File: config.mk
export PLATFORM = sky130hd
export DESIGN_NAME = rrfs_merge
export DESIGN_NICKNAME = d
export VERILOG_FILES = /design/src/design/rrfs_pkg.sv /design/src/design/rrfs_merge.sv
export SDC_FILE = /design/constraint.sdc
export NUM_CORES = 1
export LEC_CHECK = 0
export BUFFER_PORTS_ARGS = -buffer_cell sky130_fd_sc_hd__buf_2
export CAP_MARGIN = 40
export CELL_PAD_IN_SITES_DETAIL_PLACEMENT = 1
export CELL_PAD_IN_SITES_GLOBAL_PLACEMENT = 1
export CORE_MARGIN = 5
export CORE_UTILIZATION = 36
export CTS_CLUSTER_SIZE = 24
export DETAILED_ROUTE_END_ITERATION = 10
export PLACE_DENSITY = 0.87
export SYNTH_ARGS = -nofsm -noshare
export SYNTH_HDL_FRONTEND = slang
export SYNTH_SLANG_ARGS = --single-unit
File: constraint.sdc
create_clock -name clk -period 5.9 [get_ports clk]
set_input_delay 1.18 -clock clk [delete_from_list [all_inputs] [get_ports clk]]
set_output_delay 1.18 -clock clk [all_outputs]
set_load 0.01 [all_outputs]
File: src/design/rrfs_pkg.sv
// ----------------------------------------------------------------------------
// rrfs_pkg: shared constants for the range rate block
// Axis count and output width used by the pipeline modules.
// ----------------------------------------------------------------------------
package rrfs_pkg;
  localparam int unsigned NUM_AXES = 3;
  localparam int unsigned OUT_W    = 32;
endpackage

File: src/design/rrfs_merge.sv
// ----------------------------------------------------------------------------
// rrfs_merge: adds the lane products into the dot product and squared range
// One registered stage; also splits sign and magnitude of the dot product.
// ----------------------------------------------------------------------------
module rrfs_merge
  import rrfs_pkg::*;
#(
  parameter int unsigned CW = 32
) (
  input  logic                         clk,
  input  logic                         en,
  input  logic signed [2*CW+1:0]       dot_term [NUM_AXES],
  input  logic [2*CW+1:0]              sq_term  [NUM_AXES],
  output logic [2*CW+3:0]              dot_mag,
  output logic                         dot_neg,
  output logic [2*CW+3:0]              sq_sum
);
  logic signed [2*CW+3:0] dsum;

  always_comb begin
    dsum = (2*CW+4)'(dot_term[0]) + (2*CW+4)'(dot_term[1]) + (2*CW+4)'(dot_term[2]);
  end

  always_ff @(posedge clk) begin
    if (en) begin
      dot_neg <= dsum[2*CW+3];
      dot_mag <= dsum[2*CW+3] ? (2*CW+4)'(-dsum) : (2*CW+4)'(dsum);
      sq_sum  <= (2*CW+4)'(sq_term[0]) + (2*CW+4)'(sq_term[1]) + (2*CW+4)'(sq_term[2]);
    end
  end
endmodule

==> results.json, run 1 <==
{
  "run_status": "finished, final reports clean",
  "timing.final.crit_period_ns": 5.80,
  "ir_drop_uv": 196,
  "crit_path_end_kind": "flop",
  "critPathArrivalTime_ns": 5.99,
  "synthFlopType": "edfxtp_1",
  "min_period_over_period_pct": 98.3,
  "die_h_microns": 225,
  "p_leak_nw": 9.81,
  "syn_nets": 2428,
  "grt_max_degree": 65,
  "power.internal_mw": 4.19,
  "hp-class": "in2reg",
  "crit_required_ns": 6.09,
  "overflow": 0,
  "drtIter0Drc": 1152,
  "synth_seq_area_share_pct": 24.6,
  "crit_chain": "buf_2 -> inv_1 -> fa_1 -> inv_1 -> ha_2 -> fa_2 -> a211o_1 -> a221o_2 -> nand3_1 -> a21oi_1 -> or3_1 -> a2111o_1 -> or4_4 -> nor2_4 -> and2_4 -> or3b_4 -> o31ai_2 -> xnor2_1",
  "netlist_top_cells_count": "161 x a21oi_1, 142 x nand2_1, 137 x edfxtp_1, 134 x fa_1, 132 x ha_1",
  "crit_type": "in2reg",
  "cts_tree": "built",
  "dp_cells": 3011,
  "grt_pass1_vias": 18800,
  "drc_errors": 0,
  "critPathSlowestCell": "fa_1",
  "slew_headroom_pct": 36.7,
  "synth_top_area_share_pct": 24.6,
  "cts-root-buf": "clkbuf_16",
  "hold_depth": 1,
  "synthTopCellsByArea": "edfxtp_1 25%, fa_1 16%, ha_1 9.9%, xnor2_1 5.5%, a21oi_1 4.8%",
  "fin_cells": 3051,
  "syn_area_sq_um": 16700,
  "yosys.area.top_type": "edfxtp_1",
  "switching_share_pct": 44.8,
  "start_util_pct": 36.1,
  "gp_congestion": 0.962,
  "synth-warning-count": 0,
  "wl_per_cell_microns": 23.2,
  "fp.coreArea_sq_um": 46300,
  "dp_hpwl_microns": 60800,
  "grt_usage_pct": 26.4,
  "slowest_delay_ns": 0.54,
  "start_kind": "input port",
  "crit_family": "simple AND/OR/NAND/NOR gates",
  "cp.depth": 18,
  "port_buffers": 534,
  "power.density_nw_per_um2": 346,
  "grt_pass1_wl_microns": 105000,
  "numCtsBuffers": 17,
  "synth.distinct_cells": 80,
  "cts.htree.levels": 4,
  "ys_seq_elements": 137,
  "switchingPower_mw": 3.40,
  "seqPwrFrac_pct": 23.7,
  "area_growth_syn_to_layout_pct": 31.2,
  "antenna_found_initial": 5,
  "rows": 79,
  "fin_nets": 3091,
  "avgSynthCellArea_sq_um": 9.47,
  "cp_max_fo": 8,
  "drv_cap": 0,
  "hold_viol_final": 0,
  "async_flop_share_pct": 0,
  "crit_top_cell": "inv_1",
  "post-synth-top-count-cell": "a21oi_1",
  "ios": 535,
  "clkTransAtPathRegs_ns": 0.07,
  "ctsLongestPathBuffers": 2,
  "die_area_sq_um": 50800,
  "max_freq_ghz": 0.172,
  "drtPass1Iterations": 5,
  "p_clk_share_pct": 13.7,
  "netlist_instances": 1764,
  "setup_viol": 0,
  "drive_gt1_share_pct": 32.7,
  "antenna_left": 0,
  "synth-edff-count": 137,
  "setup_tns_ns": 0,
  "worst_pin_slew_ns": 0.949,
  "slew_violations": 0,
  "cts-hold-fix-buffers": 0,
  "comb_power_share_pct": 62.6,
  "vias": 17500,
  "cts_sinks": 137,
  "fp.dieW_microns": 225,
  "via_per_inst": 5.72,
  "path_buf_inv": 3,
  "fillCellCount": 5506,
  "wl_microns": 70800
}
==> registers in the layout (all words and copies together), names as in the netlist <==
name     cells
dot_neg      1
dot_mag     68
sq_sum      68
==> power by group through the flow <==
stage	logic [mW]	registers (mW)	clock network, mW
after global placement	4.45	1.82	0
after CTS	4.69	1.81	1.05
final	4.75	1.80	1.04
after detailed placement	4.65	1.82	0
after floorplan	2.45	1.92	0
after global routing	5.11	1.83	1.10
==> cells by family (layout without fill, tap and decap cells) <==
logic type	count (synthesis)	after routing	synth area share, %
buffers and inverters	107	783	2.49
XOR/XNOR	167	167	8.76
adder cells (fa/ha/maj)	266	266	25.9
flip-flops	137	137	24.6
AO/OA/AOI/OAI	555	555	22.0
multiplexers	7	7	0.442
other	0	4	0
AND/OR/NAND/NOR	525	525	15.7
==> repair_timing <==
item,4_1_cts,5_1_grt
setup buffers,0,4
setup endpoints to repair,1,48
pin swaps,0,7
resized for setup,2,21
==> metrics by stage <==
| step | util [%] | power (mW) | worst slack (ns) | hold WS [ns] | instance area (sq um) |
|---|---|---|---|---|---|
| finish | 47.4 | 7.59 | 0.102 | 0.996 | 21900 |
| global route | 47.3 | 8.04 | -0.0253 | 0.973 | 21900 |
| CTS | 47.0 | 7.55 | 0.0173 | 0.970 | 21800 |
| floorplan | - | 4.37 | 0.000309 | 1.29 | 16700 |
| global placement | 45.8 | 6.27 | -0.295 | 1.44 | 21200 |
| detailed placement | 45.8 | 6.46 | -0.528 | 1.44 | 21200 |
==> cells in the final DEF (no fill, tap or decap), types with 5 or more instances in the layout <==
master	synthesis	final
clkbuf_16	0	17
o21a_1	20	20
nand3_1	47	47
and2_1	17	17
a31o_2	6	6
a211oi_1	16	15
inv_1	44	44
a21boi_0	8	7
edfxtp_1	137	137
nand2b_1	17	17
a31oi_1	18	18
or3_1	16	16
a21oi_1	161	161
nor3_1	36	34
nor2_1	111	111
o31ai_1	11	11
buf_4	0	170
nor2b_1	15	15
o21ai_0	100	99
a21o_1	86	86
o21bai_1	17	17
o21ai_1	4	5
xor2_1	62	62
a41oi_1	5	5
o211ai_1	19	19
ha_1	132	131
xnor2_1	105	104
fa_1	134	133
and3_1	16	16
nand4_1	47	47
or2_2	15	15
nor4_1	17	13
nand2_1	142	142
o211a_1	5	5
buf_2	6	533
a211o_1	12	12
==> metal layers <==
layer	wire length (microns)	global-route usage, %
met5	0	0
met3	4240	4.57
met4	3150	10.9
met2	36500	48.7
met1	26900	30.0
==> final cells by class <==
type / instances / area (sq um) / area share, %
clock inverter: 13 / 105 / 0.480
inverter: 44 / 165 / 0.754
antenna: 4 / 10.0 / 0.0457
timing repair buffer: 707 / 4020 / 18.4
clock buffer: 19 / 433 / 1.98
tap: 607 / 759 / 3.47
sequential: 137 / 4110 / 18.8
multi-input combinational: 1520 / 12300 / 56.1
==> path summary, 6_finish.rpt <==
kind	start	to	slack (ns)
hold / removal	en	sq_sum[24]	1.0
setup / recovery	dot_term[1]	dot_mag[58]	0.10
No activity file was read; power rests on OpenSTA's default activity.
==> inputs of run 2 (changes only) <==
- CORE_UTILIZATION: 36 -> 40
- PLACE_DENSITY: 0.87 -> 0.91
- clock period: 5.9 -> 6.1 ns (I/O delays scaled with it)
==> run 2 against run 1 <==
Net effect: utilization is 4.9 points higher; final cell count shrank 3.8%; clock power hardly changed; non-clock buffer count down 39.
==> results.json, run 2 (synthesis results as in run 1) <==
{
  "antenna_found_initial": 2,
  "slew_headroom_pct": 50.6,
  "hp-class": "in2reg",
  "worst_slack_ns": 0.142,
  "worst_pin_slew_ns": 0.734,
  "crit_type": "in2reg",
  "rows": 74,
  "overflow": 0,
  "slew_violations": 0,
  "ios": 535,
  "grt_usage_pct": 29.4,
  "numCtsBuffers": 17,
  "reg.largest.list": "dot_mag x68, sq_sum x68, dot_neg x1",
  "dpl_cell_area_sq_um": 20900,
  "crit_top_cell": "buf_4",
  "wl_per_cell_microns": 23.9,
  "die_h_microns": 214,
  "fp.coreArea_sq_um": 41100,
  "grt_max_degree": 68,
  "crit_path_end_kind": "flop",
  "drv_cap": 0,
  "die_area_sq_um": 45900,
  "cts-root-buf": "clkbuf_16",
  "final_cell_mix": "533 x buf_2, 160 x a21oi_1, 142 x nand2_1",
  "via_per_inst": 5.86,
  "drtPass1Iterations": 5,
  "slowest_delay_ns": 0.53,
  "grt_pass1_vias": 18900,
  "min_period_over_period_pct": 97.7,
  "hold_viol_final": 0,
  "cts_tree": "built",
  "clkTransAtPathRegs_ns": 0.06,
  "use_met2_pct": 52.4,
  "run_status": "finished, final reports clean",
  "setup_viol": 0,
  "wl_microns": 70000,
  "drc_errors": 0,
  "use_met3_pct": 6.34,
  "ir_drop_uv": 176,
  "cts.htree.levels": 4,
  "layout_commonest_cell": "buf_2",
  "whs_ns": 1.18,
  "path_buf_inv": 6,
  "start_kind": "input port",
  "crit_family": "compound AO/OA/AOI/OAI gates",
  "antenna_left": 0,
  "fin_area_sq_um": 21500,
  "port_buffers": 534,
  "drive_gt1_share_pct": 31.3,
  "ctsLongestPathBuffers": 2,
  "place_ws_ns": -0.324,
  "timing.final.crit_period_ns": 5.96,
  "grt-busiest-layer": "met2",
  "cts_sinks": 137,
  "dp_hpwl_microns": 60200,
  "power.density_nw_per_um2": 340,
  "vias": 17200,
  "critPathSlowestCell": "fa_1",
  "fin_nets": 3052,
  "dp_cells": 2901,
  "start_util_pct": 40.6,
  "crit_required_ns": 6.28,
  "crit_chain": "buf_2 -> inv_1 -> fa_1 -> inv_1 -> ha_1 -> fa_1 -> a211o_1 -> a221o_2 -> buf_4 -> a211o_1 -> a31oi_2 -> xnor2_1 -> a2111o_1 -> buf_4 -> nor4_1 -> nor4bb_2 -> nand2b_1 -> nor4_1 -> buf_4 -> a41oi_1 -> xnor2_1",
  "met1_usage_pct": 34.2,
  "grt_pass1_wl_microns": 108000,
  "critPathArrivalTime_ns": 6.14,
  "fp.dieW_microns": 214,
  "gp_congestion": 0.935,
  "cp_max_fo": 8,
  "p_leak_nw": 9.59,
  "drtIter0Drc": 1041,
  "final_core_util_pct": 52.3,
  "area_growth_syn_to_layout_pct": 28.7,
  "cts-hold-fix-buffers": 0,
  "max_freq_ghz": 0.168,
  "fin_cells": 2934
}
[run 2: changes by cell type in the layout (fill, tap and decap cells not counted), moves of 2 or more]
cell,previous run,this run
buf_4,170,130
clkinv_4,4,1
clkinvlp_4,0,3
bufinv_16,1,3
clkinv_1,3,1
diode_2,4,2
nor4_1,13,15
[run 2: layer usage]
layer	share of wire, %	routed length [microns]
met1	38	26900
met2	50	35300
met3	6.4	4470
met4	4.6	3250
met5	0.019	13
[run 2: cell type report]
| class | instances | area [sq um] |
|---|---|---|
| Clock buffer | 18 | 429 |
| Multi-Input combinational cell | 1520 | 12200 |
| Timing Repair Buffer | 668 | 3740 |
| Clock inverter | 13 | 154 |
| Sequential cell | 137 | 4110 |
| Fill cell | 4973 | 19600 |
| Tap cell | 532 | 666 |
| Inverter | 44 | 165 |
| Antenna cell | 2 | 5.00 |
[run 2: timing repair]
action,CTS,global route
resized for setup,0,9
setup buffers,0,0
setup endpoints to repair,0,15
[run 2: path summary, 6_finish.rpt]
path          end  slack (ns)   startpoint  cells past startpoint
min    sq_sum[25]        1.18           en                      1
max   dot_mag[66]        0.14  dot_term[1]                     21
[run 2: through the flow]
stage	power [mW]	setup TNS, ns
5_1_grt	7.74	-0.0546
6_report	7.32	0
4_1_cts	7.29	0
3_3_place_gp	5.99	-1.01
2_1_floorplan	4.23	0
3_5_place_dp	6.19	-8.80
[run 2: power breakdown]
group / switching, mW / internal [mW] / total [mW]
Combinational: 2.64 / 1.84 / 4.48
Clock: 0.433 / 0.638 / 1.07
Sequential: 0.197 / 1.57 / 1.76
Total: 3.28 / 4.04 / 7.32
==> inputs of run 3 (changes only) <==
- MAX_ROUTING_LAYER: not set -> met4
==> run 3 against run 2 <==
Net effect: hold slack improved by 0.013 ns; clock power rose by 6%; first-iteration DRC count grew 6.6%; global-route usage rose by 1.2 points; combinational power is essentially flat; final area grew 0.42%; die area did not move; sequential power barely moved; maximum frequency is 1.7% higher; utilization grew 0.22 points; critical path type unchanged; largest cell class unchanged.
==> results.json, run 3 (synthesis results as in run 1) <==
{
  "clkTransAtPathRegs_ns": 0.06,
  "crit_path_end_kind": "flop",
  "final_core_util_pct": 52.5,
  "crit_chain": "buf_2 -> inv_1 -> fa_1 -> inv_1 -> ha_1 -> fa_1 -> a211o_1 -> a221o_2 -> a2111oi_1 -> nor3_1 -> a211oi_2 -> nand4_1 -> or4_4 -> nor2_4 -> and2_4 -> or3b_4 -> o31ai_2 -> xnor2_1",
  "start_util_pct": 40.6,
  "fp.dieW_microns": 214,
  "path_buf_inv": 3,
  "grt_max_degree": 69,
  "timing.final.crit_period_ns": 5.86,
  "critPathArrivalTime_ns": 6.02,
  "power.internal_mw": 4.10,
  "wl_per_cell_microns": 24.0,
  "drc_errors": 0,
  "ff_latch_area_sq_um": 4110,
  "fillCellCount": 4888,
  "switchingPower_mw": 3.29,
  "grt_usage_pct": 30.6,
  "rows": 74,
  "crit_end": "dot_mag[60]",
  "slowest_delay_ns": 0.53,
  "numCtsBuffers": 17,
  "area_growth_syn_to_layout_pct": 29.3,
  "cts_tree": "built",
  "wl_microns": 70500,
  "dp_cells": 2909,
  "hp-class": "in2reg",
  "worst_pin_slew_ns": 0.736,
  "slew_headroom_pct": 50.5,
  "dp_hpwl_microns": 61100,
  "worst_slack_ns": 0.244,
  "cts-hold-fix-buffers": 0,
  "via_per_inst": 5.87,
  "fin_cells": 2942,
  "port_buffers": 534,
  "drtPass1Iterations": 5,
  "antenna_left": 0,
  "setup_viol": 0,
  "drtIter0Drc": 1110,
  "start_kind": "input port",
  "reg.largest.list": "dot_mag x68, sq_sum x68, dot_neg x1",
  "grt_pass1_vias": 19000,
  "overflow": 0,
  "grt_pass1_wl_microns": 109000,
  "antenna_found_initial": 2,
  "p_leak_nw": 9.64,
  "run_status": "finished, final reports clean",
  "power.density_nw_per_um2": 342,
  "cts-root-buf": "clkbuf_16",
  "min_period_over_period_pct": 96.0,
  "ir_drop_uv": 193,
  "ctsLongestPathBuffers": 2,
  "drive_gt1_share_pct": 31.6,
  "cp_max_fo": 7,
  "cts_resized": 0,
  "cts_setup_buffers": 0,
  "slew_violations": 0,
  "die_area_sq_um": 45900,
  "cp.depth": 18,
  "max_freq_ghz": 0.171,
  "die_h_microns": 214,
  "comb_power_share_pct": 60.9,
  "seqPwrFrac_pct": 23.9,
  "fin_nets": 3060,
  "multi_input_area_sq_um": 12200,
  "fp.coreArea_sq_um": 41100,
  "cts.htree.levels": 4,
  "critPathSlowestCell": "fa_1",
  "power_mw": 7.39,
  "final_cell_mix": "533 x buf_2, 160 x a21oi_1, 142 x nand2_1",
  "switching_share_pct": 44.5,
  "vias": 17300,
  "crit_type": "in2reg",
  "crit_required_ns": 6.27,
  "crit_family": "compound AO/OA/AOI/OAI gates",
  "hold_viol_final": 0,
  "layout_commonest_cell": "buf_2",
  "p_clk_share_pct": 15.3,
  "drv_cap": 0,
  "place_ws_ns": -0.243,
  "crit_start": "dot_term[1]",
  "ios": 535,
  "cts_sinks": 137,
  "gp_congestion": 0.954
}
-- run 3: area by class of cell --
cell class | instances | area share (%)
diodes | 1 | 0.0116
clock buffers | 17 | 1.97
clock inverters | 15 | 0.927
inverters | 44 | 0.765
multi-input cells | 1520 | 56.6
flip-flops and latches | 137 | 19.1
well taps | 532 | 3.08
repair buffers | 676 | 17.6
-- run 3: layer usage --
layer / global-route usage (%) / part of all wire (%)
met1: 35.3 / 39
met2: 53.9 / 51
met3: 4.39 / 5.1
met4: 12.1 / 4.4
met5: - / 0
-- run 3: per-stage QoR --
stage                     hold slack [ns]  setup TNS [ns]  area [sq um]
final                                1.19               0         21600
after global routing                 1.19          -0.122         21600
after detailed placement             1.64           -7.33         20900
after floorplan                      1.33               0         16700
after global placement               1.63          -0.792         20900
after CTS                            1.19               0         21500
-- run 3: worst min path at each step --
| stage | cells after the start | end | slack, ns | startpoint |
|---|---|---|---|---|
| finish | 1 | sq_sum[36] | 1.19 | en |
| global route | 1 | sq_sum[40] | 1.19 | en |
| CTS | 1 | sq_sum[36] | 1.19 | en |
| detailed placement | 1 | sq_sum[31] | 1.64 | sq_sum[31] |
| global placement | 1 | sq_sum[8] | 1.63 | sq_sum[8] |
| floorplan | 0 | dot_mag[0] | 1.33 | en |
-- run 3: power by group through the flow --
stage / Clock [mW] / Sequential, mW / Combinational [mW]
global placement: 0 / 1.78 / 4.23
global route: 1.17 / 1.78 / 4.86
CTS: 1.14 / 1.77 / 4.46
floorplan: 0 / 1.86 / 2.37
finish: 1.13 / 1.76 / 4.50
detailed placement: 0 / 1.78 / 4.42
